[src/sv/stb_pkg.sv]
// ----------------------------------------------------------------------------
// stb_pkg
// Shared types and constants of the soft timer bank: field widths, command,
// status and internal operation codes, and the queued operation record.
// ----------------------------------------------------------------------------
package stb_pkg;

   localparam int NUM_TIMERS  = 8;
   localparam int IDX_W       = (NUM_TIMERS > 1) ? $clog2(NUM_TIMERS) : 1;
   localparam int USED_W      = $clog2(NUM_TIMERS + 1);

   localparam int QUEUE_DEPTH = 2;
   localparam int QPTR_W      = (QUEUE_DEPTH > 1) ? $clog2(QUEUE_DEPTH) : 1;
   localparam int QCNT_W      = $clog2(QUEUE_DEPTH + 1);

   localparam int CMD_W       = 3;
   localparam int ID_W        = 3;
   localparam int PERIOD_W    = 16;
   localparam int OPT_W       = 2;
   localparam int STATUS_W    = 3;

   localparam int OPT_AUTORESET_BIT = 0;
   localparam int OPT_AUTOSTOP_BIT  = 1;

   typedef enum logic [CMD_W-1:0] {
      CMD_REGISTER = 3'd0,
      CMD_RESET    = 3'd1,
      CMD_STOP     = 3'd2,
      CMD_RUN      = 3'd3,
      CMD_CHECK    = 3'd4,
      CMD_TICK     = 3'd5
   } cmd_type;

   typedef enum logic [STATUS_W-1:0] {
      ST_OK       = 3'd0,
      ST_FULL     = 3'd1,
      ST_PERIOD   = 3'd2,
      ST_CONFLICT = 3'd3,
      ST_UNKNOWN  = 3'd4
   } status_type;

   typedef enum logic [2:0] {
      OP_REGISTER,
      OP_RELOAD,
      OP_STOP,
      OP_CHECK,
      OP_TICK,
      OP_NOP
   } op_type;

   typedef struct packed {
      op_type                op;
      logic [ID_W-1:0]       timer_id;
      logic [PERIOD_W-1:0]   period;
      logic [OPT_W-1:0]      option_bits;
      logic                  period_bad;
      logic                  opt_conflict;
   } op_entry_type;

   typedef struct packed {
      logic full;
      logic empty;
   } queue_status_type;

endpackage

[src/sv/stb_req_if.sv]
// ----------------------------------------------------------------------------
// stb_req_if
// Command channel of the soft timer bank: valid/ready plus command fields.
// ----------------------------------------------------------------------------
interface stb_req_if;
   logic        valid;
   logic        ready;
   logic [2:0]  cmd;
   logic [2:0]  timer_id;
   logic [15:0] period;
   logic [1:0]  option_bits;

   modport source (output valid, output cmd, output timer_id, output period,
                   output option_bits, input ready);
   modport sink   (input valid, input cmd, input timer_id, input period,
                   input option_bits, output ready);
endinterface

[src/sv/stb_rsp_if.sv]
// ----------------------------------------------------------------------------
// stb_rsp_if
// Response channel of the soft timer bank: valid/ready plus result fields.
// ----------------------------------------------------------------------------
interface stb_rsp_if;
   logic       valid;
   logic       ready;
   logic [2:0] status;
   logic       expired;
   logic [2:0] new_id;

   modport source (output valid, output status, output expired, output new_id,
                   input ready);
   modport sink   (input valid, input status, input expired, input new_id,
                   output ready);
endinterface

[src/sv/stb_front.sv]
// ----------------------------------------------------------------------------
// stb_front
// Accepts command transactions, holds the period limit register and turns
// each command into a queued operation with its static checks done.
// ----------------------------------------------------------------------------
module stb_front (
   input  logic                     clock,
   input  logic                     reset,
   input  logic                     csr_we,
   input  logic [15:0]              csr_wdata,
   stb_req_if.sink                  req_ch,
   input  stb_pkg::queue_status_type q_status,
   output logic                     push,
   output stb_pkg::op_entry_type    entry
);

   logic [stb_pkg::PERIOD_W-1:0] period_limit_ff;
   logic [stb_pkg::PERIOD_W-1:0] period_limit_in;
   stb_pkg::op_type              op;

   assign period_limit_in = csr_we ? csr_wdata : period_limit_ff;

   always_ff @(posedge clock) begin
      if (reset) begin
         period_limit_ff <= '1;
      end else begin
         period_limit_ff <= period_limit_in;
      end
   end

   assign req_ch.ready = !q_status.full;
   assign push         = req_ch.valid && !q_status.full;

   always_comb begin
      case (stb_pkg::cmd_type'(req_ch.cmd))
         stb_pkg::CMD_REGISTER: op = stb_pkg::OP_REGISTER;
         stb_pkg::CMD_RESET:    op = stb_pkg::OP_RELOAD;
         stb_pkg::CMD_RUN:      op = stb_pkg::OP_RELOAD;
         stb_pkg::CMD_STOP:     op = stb_pkg::OP_STOP;
         stb_pkg::CMD_CHECK:    op = stb_pkg::OP_CHECK;
         stb_pkg::CMD_TICK:     op = stb_pkg::OP_TICK;
         default:               op = stb_pkg::OP_NOP;
      endcase
   end

   always_comb begin
      entry.op           = op;
      entry.timer_id     = req_ch.timer_id;
      entry.period       = req_ch.period;
      entry.option_bits  = req_ch.option_bits;
      entry.period_bad   = req_ch.period > period_limit_ff;
      entry.opt_conflict = req_ch.option_bits[stb_pkg::OPT_AUTORESET_BIT] &&
                           req_ch.option_bits[stb_pkg::OPT_AUTOSTOP_BIT];
   end

endmodule

[src/sv/stb_queue.sv]
// ----------------------------------------------------------------------------
// stb_queue
// Short FIFO of classified operations between the front and the back end.
// ----------------------------------------------------------------------------
module stb_queue (
   input  logic                      clock,
   input  logic                      reset,
   input  logic                      push,
   input  stb_pkg::op_entry_type     entry_in,
   input  logic                      pop,
   output stb_pkg::op_entry_type     entry_out,
   output stb_pkg::queue_status_type q_status
);

   stb_pkg::op_entry_type       slot_ff [stb_pkg::QUEUE_DEPTH];
   logic [stb_pkg::QPTR_W-1:0]  wr_ptr_ff, wr_ptr_in;
   logic [stb_pkg::QPTR_W-1:0]  rd_ptr_ff, rd_ptr_in;
   logic [stb_pkg::QCNT_W-1:0]  count_ff,  count_in;

   localparam logic [stb_pkg::QPTR_W-1:0] LAST_PTR =
      stb_pkg::QPTR_W'(stb_pkg::QUEUE_DEPTH - 1);

   assign q_status.full  = count_ff == stb_pkg::QCNT_W'(stb_pkg::QUEUE_DEPTH);
   assign q_status.empty = count_ff == '0;
   assign entry_out      = slot_ff[rd_ptr_ff];

   always_comb begin
      wr_ptr_in = wr_ptr_ff;
      rd_ptr_in = rd_ptr_ff;
      count_in  = count_ff;
      if (push) begin
         wr_ptr_in = (wr_ptr_ff == LAST_PTR) ? '0 : wr_ptr_ff + stb_pkg::QPTR_W'(1);
      end
      if (pop) begin
         rd_ptr_in = (rd_ptr_ff == LAST_PTR) ? '0 : rd_ptr_ff + stb_pkg::QPTR_W'(1);
      end
      if (push && !pop) begin
         count_in = count_ff + stb_pkg::QCNT_W'(1);
      end else if (pop && !push) begin
         count_in = count_ff - stb_pkg::QCNT_W'(1);
      end
   end

   always_ff @(posedge clock) begin
      if (reset) begin
         wr_ptr_ff <= '0;
         rd_ptr_ff <= '0;
         count_ff  <= '0;
      end else begin
         wr_ptr_ff <= wr_ptr_in;
         rd_ptr_ff <= rd_ptr_in;
         count_ff  <= count_in;
      end
   end

   always_ff @(posedge clock) begin
      if (push) begin
         slot_ff[wr_ptr_ff] <= entry_in;
      end
   end

   a_no_overflow: assert property (@(posedge clock) disable iff (reset)
      push |-> !q_status.full)
      else $error("queue written while full");

   a_no_underflow: assert property (@(posedge clock) disable iff (reset)
      pop |-> !q_status.empty)
      else $error("queue read while empty");

   a_count_bound: assert property (@(posedge clock) disable iff (reset)
      count_ff <= stb_pkg::QCNT_W'(stb_pkg::QUEUE_DEPTH))
      else $error("queue count out of range");

endmodule

[src/sv/stb_back.sv]
// ----------------------------------------------------------------------------
// stb_back
// Executes queued operations against the timer table and drives the
// response register. A tick walks the table one entry per cycle; its last step waits for a free response register.
// ----------------------------------------------------------------------------
module stb_back (
   input  logic                      clock,
   input  logic                      reset,
   input  stb_pkg::queue_status_type q_status,
   input  stb_pkg::op_entry_type     entry,
   output logic                      pop,
   stb_rsp_if.source                 rsp_ch
);

   typedef enum logic {
      S_IDLE,
      S_WALK
   } state_type;

   localparam logic [stb_pkg::IDX_W-1:0] LAST_IDX =
      stb_pkg::IDX_W'(stb_pkg::NUM_TIMERS - 1);

   // timer table
   logic [stb_pkg::PERIOD_W-1:0] period_ff [stb_pkg::NUM_TIMERS];
   logic [stb_pkg::PERIOD_W-1:0] count_ff  [stb_pkg::NUM_TIMERS];
   logic [stb_pkg::OPT_W-1:0]    mode_ff   [stb_pkg::NUM_TIMERS];
   logic                         run_ff    [stb_pkg::NUM_TIMERS];

   state_type                    state_ff, state_in;
   logic [stb_pkg::IDX_W-1:0]    walk_idx_ff, walk_idx_in;
   logic [stb_pkg::USED_W-1:0]   used_count_ff, used_count_in;
   logic                         rsp_valid_ff, rsp_valid_in;
   stb_pkg::status_type          status_ff, status_in;
   logic                         expired_ff, expired_in;
   logic [stb_pkg::ID_W-1:0]     new_id_ff, new_id_in;

   logic                         out_free;
   logic                         known;
   logic                         full;
   logic                         walk_active;
   logic                         step_en;
   logic [stb_pkg::IDX_W-1:0]    id_idx, uc_idx, rd_idx;
   logic [stb_pkg::PERIOD_W-1:0] rd_period, rd_count;
   logic [stb_pkg::OPT_W-1:0]    rd_mode;
   logic                         rd_run;

   // table write ports
   logic                         tab_we;
   logic                         cnt_we;
   logic [stb_pkg::IDX_W-1:0]    cnt_wa;
   logic [stb_pkg::PERIOD_W-1:0] cnt_wd;
   logic                         run_we;
   logic                         run_wd;

   assign out_free    = !rsp_valid_ff || rsp_ch.ready;
   assign known       = int'(entry.timer_id) < int'(used_count_ff);
   assign full        = used_count_ff >= stb_pkg::USED_W'(stb_pkg::NUM_TIMERS);
   assign walk_active = int'(walk_idx_ff) < int'(used_count_ff);
   assign step_en     = (walk_idx_ff != LAST_IDX) || out_free;

   assign id_idx    = stb_pkg::IDX_W'(entry.timer_id);
   assign uc_idx    = stb_pkg::IDX_W'(used_count_ff);
   assign rd_idx    = (state_ff == S_WALK) ? walk_idx_ff : id_idx;
   assign rd_period = period_ff[rd_idx];
   assign rd_count  = count_ff[rd_idx];
   assign rd_mode   = mode_ff[rd_idx];
   assign rd_run    = run_ff[rd_idx];

   // a tick needs no response slot until its last step
   assign pop = (state_ff == S_IDLE) && !q_status.empty &&
                (out_free || entry.op == stb_pkg::OP_TICK);

   always_comb begin
      state_in      = state_ff;
      walk_idx_in   = walk_idx_ff;
      used_count_in = used_count_ff;
      rsp_valid_in  = rsp_valid_ff && !rsp_ch.ready;
      status_in     = status_ff;
      expired_in    = expired_ff;
      new_id_in     = new_id_ff;
      tab_we        = 1'b0;
      cnt_we        = 1'b0;
      cnt_wa        = rd_idx;
      cnt_wd        = rd_period;
      run_we        = 1'b0;
      run_wd        = 1'b1;

      case (state_ff)
         S_IDLE: begin
            if (pop && entry.op == stb_pkg::OP_TICK) begin
               state_in    = S_WALK;
               walk_idx_in = '0;
            end else if (pop) begin
               rsp_valid_in = 1'b1;
               status_in    = stb_pkg::ST_OK;
               expired_in   = 1'b0;
               new_id_in    = '0;
               case (entry.op)
                  stb_pkg::OP_REGISTER: begin
                     if (full) begin
                        status_in = stb_pkg::ST_FULL;
                     end else if (entry.period_bad) begin
                        status_in = stb_pkg::ST_PERIOD;
                     end else if (entry.opt_conflict) begin
                        status_in = stb_pkg::ST_CONFLICT;
                     end else begin
                        tab_we        = 1'b1;
                        cnt_we        = 1'b1;
                        cnt_wa        = uc_idx;
                        cnt_wd        = entry.period;
                        run_we        = 1'b1;
                        new_id_in     = stb_pkg::ID_W'(used_count_ff);
                        used_count_in = used_count_ff + stb_pkg::USED_W'(1);
                     end
                  end
                  stb_pkg::OP_RELOAD: begin
                     if (!known) begin
                        status_in = stb_pkg::ST_UNKNOWN;
                     end else begin
                        cnt_we = 1'b1;
                        run_we = 1'b1;
                     end
                  end
                  stb_pkg::OP_STOP: begin
                     if (!known) begin
                        status_in = stb_pkg::ST_UNKNOWN;
                     end else begin
                        cnt_we = 1'b1;
                        cnt_wd = '0;
                        run_we = 1'b1;
                        run_wd = 1'b0;
                     end
                  end
                  stb_pkg::OP_CHECK: begin
                     if (!known) begin
                        status_in = stb_pkg::ST_UNKNOWN;
                     end else if (rd_count == '0) begin
                        if (rd_mode[stb_pkg::OPT_AUTORESET_BIT]) begin
                           if (rd_run) begin
                              cnt_we     = 1'b1;
                              run_we     = 1'b1;
                              expired_in = 1'b1;
                           end
                        end else if (rd_mode[stb_pkg::OPT_AUTOSTOP_BIT] && rd_run) begin
                           run_we     = 1'b1;
                           run_wd     = 1'b0;
                           expired_in = 1'b1;
                        end
                     end
                  end
                  default: begin
                  end
               endcase
            end
         end
         S_WALK: begin
            if (step_en) begin
               if (walk_active && rd_run && rd_count != '0) begin
                  cnt_we = 1'b1;
                  cnt_wd = rd_count - stb_pkg::PERIOD_W'(1);
               end
               if (walk_idx_ff == LAST_IDX) begin
                  state_in     = S_IDLE;
                  rsp_valid_in = 1'b1;
                  status_in    = stb_pkg::ST_OK;
                  expired_in   = 1'b0;
                  new_id_in    = '0;
               end else begin
                  walk_idx_in = walk_idx_ff + stb_pkg::IDX_W'(1);
               end
            end
         end
         default: begin
            state_in = S_IDLE;
         end
      endcase
   end

   always_ff @(posedge clock) begin
      if (reset) begin
         state_ff      <= S_IDLE;
         walk_idx_ff   <= '0;
         used_count_ff <= '0;
         rsp_valid_ff  <= 1'b0;
      end else begin
         state_ff      <= state_in;
         walk_idx_ff   <= walk_idx_in;
         used_count_ff <= used_count_in;
         rsp_valid_ff  <= rsp_valid_in;
      end
      status_ff  <= status_in;
      expired_ff <= expired_in;
      new_id_ff  <= new_id_in;
   end

   always_ff @(posedge clock) begin
      if (tab_we) begin
         period_ff[uc_idx] <= entry.period;
         mode_ff[uc_idx]   <= entry.option_bits;
      end
      if (cnt_we) begin
         count_ff[cnt_wa] <= cnt_wd;
      end
      if (run_we) begin
         run_ff[cnt_wa] <= run_wd;
      end
   end

   assign rsp_ch.valid   = rsp_valid_ff;
   assign rsp_ch.status  = status_ff;
   assign rsp_ch.expired = expired_ff;
   assign rsp_ch.new_id  = new_id_ff;

   a_used_bound: assert property (@(posedge clock) disable iff (reset)
      used_count_ff <= stb_pkg::USED_W'(stb_pkg::NUM_TIMERS))
      else $error("used count beyond table size");

   a_used_step: assert property (@(posedge clock) disable iff (reset)
      (used_count_ff != $past(used_count_ff)) |->
      (used_count_ff == $past(used_count_ff) + stb_pkg::USED_W'(1)))
      else $error("used count moved by other than one");

   a_expired_ok: assert property (@(posedge clock) disable iff (reset)
      (rsp_valid_ff && expired_ff) |-> (status_ff == stb_pkg::ST_OK))
      else $error("expiry reported with error status");

   a_walk_no_pop: assert property (@(posedge clock) disable iff (reset)
      (state_ff == S_WALK) |-> !pop)
      else $error("queue popped during table walk");

endmodule

[src/sv/soft_timer_bank.sv]
// ----------------------------------------------------------------------------
// soft_timer_bank
// Bank of countdown timers handed out in order, driven by command
// transactions; one response transaction per command.
// ----------------------------------------------------------------------------
//   channel   direction  handshake      payload
//   req_ch    in         valid/ready    cmd, timer_id, period, option_bits
//   rsp_ch    out        valid/ready    status, expired, new_id
//   csr_*     in         write enable   period limit (16 bit)
//
// The front end takes one transaction per cycle, while the queue has room,
// into a two-entry queue. Register, reset, stop, run and check are done as
// their entry leaves the queue; a tick leaves the queue and then walks the
// table one entry at a time, from the first to the last.
// Responses sit in an output register; a stalled rsp_ch holds the back end
// and, once the queue fills, req_ch.ready drops.
// Reset is synchronous and needs no clearing pass.
// ----------------------------------------------------------------------------
module soft_timer_bank (
   input  logic        clock,
   input  logic        reset,
   input  logic        csr_we,
   input  logic [15:0] csr_wdata,
   stb_req_if.sink     req_ch,
   stb_rsp_if.source   rsp_ch
);

   stb_pkg::queue_status_type q_status;
   stb_pkg::op_entry_type     push_entry;
   stb_pkg::op_entry_type     pop_entry;
   logic                      push;
   logic                      pop;

   stb_front u_front (
      .clock     (clock),
      .reset     (reset),
      .csr_we    (csr_we),
      .csr_wdata (csr_wdata),
      .req_ch    (req_ch),
      .q_status  (q_status),
      .push      (push),
      .entry     (push_entry)
   );

   stb_queue u_queue (
      .clock     (clock),
      .reset     (reset),
      .push      (push),
      .entry_in  (push_entry),
      .pop       (pop),
      .entry_out (pop_entry),
      .q_status  (q_status)
   );

   stb_back u_back (
      .clock    (clock),
      .reset    (reset),
      .q_status (q_status),
      .entry    (pop_entry),
      .pop      (pop),
      .rsp_ch   (rsp_ch)
   );

endmodule
[src/flat_wrapper.sv]
// flat-port wrapper written by rule: the top's interface ports become plain ports
module soft_timer_bank_flat 
  (clock, reset, csr_we, csr_wdata, req_ch_valid, req_ch_cmd, req_ch_timer_id, req_ch_period, req_ch_option_bits, req_ch_ready, rsp_ch_valid, rsp_ch_status, rsp_ch_expired, rsp_ch_new_id, rsp_ch_ready);
  stb_req_if req_ch_i ();
  stb_rsp_if rsp_ch_i ();
  input  logic clock;
  input  logic reset;
  input  logic csr_we;
  input  logic [15:0] csr_wdata;
  input wire logic [$bits(req_ch_i.valid)-1:0] req_ch_valid;
  input wire logic [$bits(req_ch_i.cmd)-1:0] req_ch_cmd;
  input wire logic [$bits(req_ch_i.timer_id)-1:0] req_ch_timer_id;
  input wire logic [$bits(req_ch_i.period)-1:0] req_ch_period;
  input wire logic [$bits(req_ch_i.option_bits)-1:0] req_ch_option_bits;
  output wire logic [$bits(req_ch_i.ready)-1:0] req_ch_ready;
  output wire logic [$bits(rsp_ch_i.valid)-1:0] rsp_ch_valid;
  output wire logic [$bits(rsp_ch_i.status)-1:0] rsp_ch_status;
  output wire logic [$bits(rsp_ch_i.expired)-1:0] rsp_ch_expired;
  output wire logic [$bits(rsp_ch_i.new_id)-1:0] rsp_ch_new_id;
  input wire logic [$bits(rsp_ch_i.ready)-1:0] rsp_ch_ready;
  assign req_ch_i.valid = req_ch_valid;
  assign req_ch_i.cmd = req_ch_cmd;
  assign req_ch_i.timer_id = req_ch_timer_id;
  assign req_ch_i.period = req_ch_period;
  assign req_ch_i.option_bits = req_ch_option_bits;
  assign req_ch_ready = req_ch_i.ready;
  assign rsp_ch_valid = rsp_ch_i.valid;
  assign rsp_ch_status = rsp_ch_i.status;
  assign rsp_ch_expired = rsp_ch_i.expired;
  assign rsp_ch_new_id = rsp_ch_i.new_id;
  assign rsp_ch_i.ready = rsp_ch_ready;
  soft_timer_bank u_core (.clock(clock), .reset(reset), .csr_we(csr_we), .csr_wdata(csr_wdata), .req_ch(req_ch_i), .rsp_ch(rsp_ch_i));
endmodule
[config.mk]
export PLATFORM = sky130hd
export DESIGN_NAME = soft_timer_bank_flat
export DESIGN_NICKNAME = d
export VERILOG_FILES = /design/src/sv/stb_pkg.sv /design/src/sv/stb_req_if.sv /design/src/sv/stb_rsp_if.sv /design/src/sv/stb_front.sv /design/src/sv/stb_queue.sv /design/src/sv/stb_back.sv /design/src/sv/soft_timer_bank.sv /design/src/flat_wrapper.sv
export SDC_FILE = /design/constraint.sdc
export NUM_CORES = 1
export LEC_CHECK = 0
export BUFFER_PORTS_ARGS = -buffer_cell sky130_fd_sc_hd__buf_4
export CORE_UTILIZATION = 38
export DETAILED_ROUTE_END_ITERATION = 7
export SLEW_MARGIN = 10
export SYNTH_ARGS = -nofsm -noshare
export SYNTH_HDL_FRONTEND = slang
export SYNTH_SLANG_ARGS = --single-unit
[constraint.sdc]
create_clock -name clock -period 6.2 [get_ports clock]
set_clock_uncertainty 0.1 [all_clocks]
set_input_delay 1.24 -clock clock [delete_from_list [all_inputs] [get_ports clock]]
set_output_delay 1.24 -clock clock [all_outputs]
set_load 0.03 [all_outputs]
# Word level (Yosys, flattened, before mapping)
# Memories as Yosys holds them, arrays and structs flattened. A register that Yosys moved wholly into a read port is not among the register bits.
# Cells that the tools add are included.
# totals
register_bits	36
ram_bits	332
in_bits	45
out_inout_bits	9
elab_cells	186
mem_count	5
# classes
add_sub_neg	7
magnitude_cmp	4
eq_ne	18
mux	104
bitwise_logic	5
n_reduce_logical	32
# mem_list
memory	depth	width	read_ports	rd_ports_with_merged_regs	wr	line_no	rtl
u_core.u_back.count_ff	8	16	1	0	1	stb_back.sv:25	logic [stb_pkg::PERIOD_W-1:0] count_ff [stb_pkg::NUM_TIMERS];
u_core.u_back.period_ff	8	16	1	0	1	stb_back.sv:24	logic [stb_pkg::PERIOD_W-1:0] period_ff [stb_pkg::NUM_TIMERS];
u_core.u_queue.slot_ff	2	26	1	1	1	stb_queue.sv:15	stb_pkg::op_entry_type slot_ff [stb_pkg::QUEUE_DEPTH];
u_core.u_back.mode_ff	8	2	1	0	1	stb_back.sv:26	logic [stb_pkg::OPT_W-1:0] mode_ff [stb_pkg::NUM_TIMERS];
u_core.u_back.run_ff	8	1	1	0	1	stb_back.sv:27	logic run_ff [stb_pkg::NUM_TIMERS];
# ops
op	count
16-bit 2-to-1 mux	8
3-bit 2-to-1 mux	22
16-bit case mux with 2 select lines	2
1-bit 2-to-1 mux	55
3-bit case mux with 2 select lines	4
16-bit > comparator	1
16-bit logical NOT	1
16-bit nonzero test	1
16-bit by 1-bit subtractor with 16-bit output (second input constant)	1
3-bit case mux with 5 select lines	1
3-bit by 2-bit equality test with 1-bit output (second input constant)	4
3-bit equality test (second input constant)	4
1-bit logical AND	11
2-bit 2-to-1 mux	5
1-bit case mux with 2 select lines	5
3-bit by 4-bit < comparator with 1-bit output	2
7-bit AND reduction	1
3-bit by 1-bit equality test with 1-bit output (second input constant)	2
1-bit logical NOT	6
3-bit logical NOT	2
2-bit by 1-bit != test with 1-bit output (second input constant)	3
2-bit != test (second input constant)	3
1-bit case mux with 3 select lines	2
1-bit NOT	5
other kinds (15)	19

# Depth between registers and ports, before layout
# An unclocked memory read counts as a cell.
# depth
depth_word	13
mapped_depth	15
depth_no_buf	11

# Hierarchy
# Synthesis repeated with hierarchy kept, for this count alone.
# unflattened
hier_cells	1392
area_unflattened_um2	16997.6
# by_module_without_submodules
mod	instances	cells_each	area_per_inst_um2	seq_area_each_um2
stb_back	1	1150	13777.0	8798.4
stb_queue	1	103	2082.0	1661.6
stb_front	1	139	1138.6	320.3

# Worst setup path before layout
# OpenSTA, ideal clock, no wires.
# synth_path
kind	register -> register
startpoint	register with a tool-made name
endpoint	memory u_core.u_back.count_ff[0][0] (netlist name) (enable)
setup_time_ns	0.414
t_arrival_ns	4.907
t_required_ns	5.686
setup_slack_ns	0.779
path_stages_with_launch	15
path_buffers	5
synth_period_minus_slack_ns	5.421
cell_sequence	dfxtp_1 -> buf_4 -> mux2i_1 -> a21oi_1 -> buf_4 -> buf_2 -> buf_2 -> buf_2 -> mux4_2 -> mux2i_1 -> ha_1 -> nand4_1 -> nor4_1 -> nand4_1 -> a21boi_0
# synth_rtl
item	line_no
end, declared	stb_back.sv:25

==> impl_metrics.toml <==
[finish]
diodes = 0
n_fill_cell = 3712
layout.cells.non_filler = 1735
drive_gt1_share_pct = 20.9
fin_util_pct = 44.5
final-seq-area_mm2 = 0.0108
syn_to_final_growth_pct = 15.1
final_common_cell = "edfxtp_1"
multi_input_area_mm2 = 0.00528
final_cell_mix = "339 x edfxtp_1, 87 x buf_4, 77 x nand2_1"
fin_area_mm2 = 0.0188
layout.nets = 1242

[sta]
timing.fmax_mhz = 186
worst_pin_slew_ns = 0.950
tns_ns = 0
finalMaxSlewViolations = 0
rsz0062_at_grt = "false"
post-route-period-util_pct = 86.5
slew_headroom_pct = 36.0
min_period_ns = 5.36
hold_violations = 0
finalSetupViolCount = 0

[worst_setup_path]
crit_fanout = 20
cp_slowest_stage_delay_ns = 0.84
slowest_stage = "o21ai_0"
r2r_slack_ns = 0.84
crit_chain = "mux2i_1, a21o_1, nor2_1, and3_1, nor4_1, or4_1, o21a_1, nand2_1, o21ai_0"
critPathRequiredTime_ns = 6.30
critical_path_buf_inv_count = 0
start_kind = "flop"
worstSetupPathType = "reg -> reg"
crit_path_end_kind = "flop"
worstPathArrival_ns = 5.47
critPathTopFamily = "compound AO/OA/AOI/OAI gates"

[cts]
clkTransAtPathRegs_ns = 0.06
cts_sinks = 369
cts_hold_buffers = 0
clockBufferDepth = 3
cts_buffers = 39
cts_tree = "yes"
worstSkewPairLatency_ns = 0.54
cts_setup_buffers = 0
clockRootBuffer = "clkbuf_16"
cts_max_level = 2
cts_resized = 0

[yosys]
synth_edf_count = 339
synth_top_family_by_area = "multiplexers"
synthXorXnorAreaFrac_pct = 1.02
synth_flop_cell = "edfxtp_1"
synthSimpleGateAreaFrac_pct = 8.03
synth.distinct_cells = 64
yosys-top-cells-area = "edfxtp_1 62%, mux4_2 6.2%, mux2i_1 4.5%, dfxtp_1 3.7%, mux2_2 2.2%"
synth.area.mux_share_pct = 13.2
synth_area_per_cell_um2 = 14.9
synth_cells = 1093
synth_area_leader_cell = "edfxtp_1"
synth.cell_area_mm2 = 0.0163
synth_compound_area_share_pct = 7.38
ys_seq_elements = 369
synth_top_area_share_pct = 62.4
ys_warn_count = 0
synth-seq-area-share_pct = 66.1
synthAdderAreaFrac_pct = 2.07
synth_nets = 1165
synth-async-reset-ratio_pct = 0

[placement]
dp_hpwl_mm = 25.7
port-buffer-count = 53
placed_cell_area_mm2 = 0.0175
gp_congestion = 0.925
dp.cells = 1668

[power]
power.density_mw_per_mm2 = 450
ir_drop_mv = 0.230
p_leak_nw = 6.54

[floorplanning]
initial_utilization_pct = 38.7
die_area_mm2 = 0.0437
core-area_mm2 = 0.0421
die_h_um = 209
rows = 75
die_w_um = 209
ios = 54

[route]
ant_nets = 0
drt-pass1-iter-count = 5
wl_mm = 38.4
drtIter0Drc = 778
via_per_inst = 5.60
wl_per_cell_um = 22.1
dr_total_vias = 9710
drc = 0

[global_routing]
grt-busiest-layer = "met2"
grt_pass1_vias = 9779
antenna_found_initial = 0
grt_max_degree = 32
grt_overflow = 0
grt_use_met2_pct = 28.9
grt_usage_pct = 17.7
globalRouteMet3Util_pct = 2.65
grt_first_pass_wirelength_mm = 58.3
met1_usage_pct = 24.4

[hold_path]
hold_path_class = "reg -> reg"

[status]
outcome = "completed"

[run]
cap_violations = 0
power by group:
part           switching, W  internal [W]  total (W)
clock              0.000947       0.00137    0.00231
sequential        0.0000428       0.00323    0.00327
combinational       0.00186       0.00101    0.00287
total               0.00285       0.00561    0.00845
through the flow:
| stage | hold WS (ns) | setup WS, ns | power (W) |
|---|---|---|---|
| finish | 0.382 | 0.836 | 0.00845 |
| CTS | 0.389 | 1.11 | 0.00850 |
| floorplan | 0.346 | 0.779 | 0.00528 |
| global route | 0.415 | 0.682 | 0.00881 |
| global placement | 0.374 | 1.26 | 0.00614 |
| detailed placement | 0.377 | 1.11 | 0.00618 |
synth_stat cells, types with 3 or more instances:
cell type,count
o2111ai_1,6
dfxtp_1,30
and3_1,15
a21boi_0,7
buf_1,7
inv_1,29
xnor2_1,10
nor2_1,62
mux2i_1,74
o21ai_0,33
a211oi_1,5
a31oi_1,5
a21oi_1,22
a221oi_1,4
ha_1,27
mux4_2,45
mux2_2,32
or2_2,7
or3_1,9
o221ai_1,4
nor3_1,22
a22oi_1,8
nand2b_1,8
nand4_1,13
edfxtp_1,339
a21o_1,4
buf_2,16
and2_1,9
nor2b_1,10
nand3_1,22
o21a_1,11
xor2_1,9
nand2_1,77
o22ai_1,7
nor4_1,7
o31ai_1,3
clkinv_1,3
o2bb2ai_1,3
clkbuf_1,25
o211ai_1,31
a22o_1,3
worst paths after layout:
| check | startpoint | depth (start not counted) | endpoint |
|---|---|---|---|
| worst min-delay path | u_core.u_front.period_limit_ff[6] | 2 | u_core.u_front.period_limit_ff[6] |
| worst max register to register | flop | 9 | u_core.u_back.count_ff[5][14] |
| worst max-delay path | flop | 9 | u_core.u_back.count_ff[5][14] |
| worst min register to register | u_core.u_front.period_limit_ff[6] | 2 | u_core.u_front.period_limit_ff[6] |
cell families after synthesis:
group,after synthesis
compound gates,171
xor+xnor,19
fa+ha+maj,27
buf+inv,83
flops,369
mux,154
simple gates,270
worst reg2reg max path: stages, from the launching register on:
cell	delay, ns
dfxtp_1	0.46
mux2i_1	0.48
a21o_1	0.77
nor2_1	0.39
and3_1	0.27
nor4_1	0.59
or4_1	0.36
o21a_1	0.43
nand2_1	0.34
o21ai_0	0.84
layer usage:
layer,part of all wire [%],wire [um],vias to the layer above
met5,0,0,-
met4,2.7,1040,0
met3,6.5,2480,79
met2,48,18300,321
met1,43,16500,4883
li1,-,-,4427
cell type report:
type | count | area share, %
sequential | 369 | 57.5
multi-input combinational | 641 | 28.1
clock buffer | 46 | 5.56
tap | 539 | 3.59
timing repair buffer | 87 | 3.48
clock inverter | 21 | 1.16
inverter | 32 | 0.640
sequential cells by signal (all words and copies together), names as in the netlist, named ones only:
signal                          count
u_core.u_back.count_ff            128
u_core.u_back.mode_ff              16
u_core.u_back.period_ff           128
u_core.u_back.rsp_ch.expired        1
u_core.u_back.rsp_ch.new_id         3
u_core.u_back.rsp_ch.status         3
u_core.u_back.rsp_ch.valid          1
u_core.u_back.run_ff                8
u_core.u_back.state_ff              1
u_core.u_back.used_count_ff         4
u_core.u_back.walk_idx_ff           3
u_core.u_front.period_limit_ff     16
u_core.u_queue.count_ff             2
u_core.u_queue.rd_ptr_ff            1
u_core.u_queue.slot_ff             52
u_core.u_queue.wr_ptr_ff            1
No activity file was read; power rests on OpenSTA's default activity.
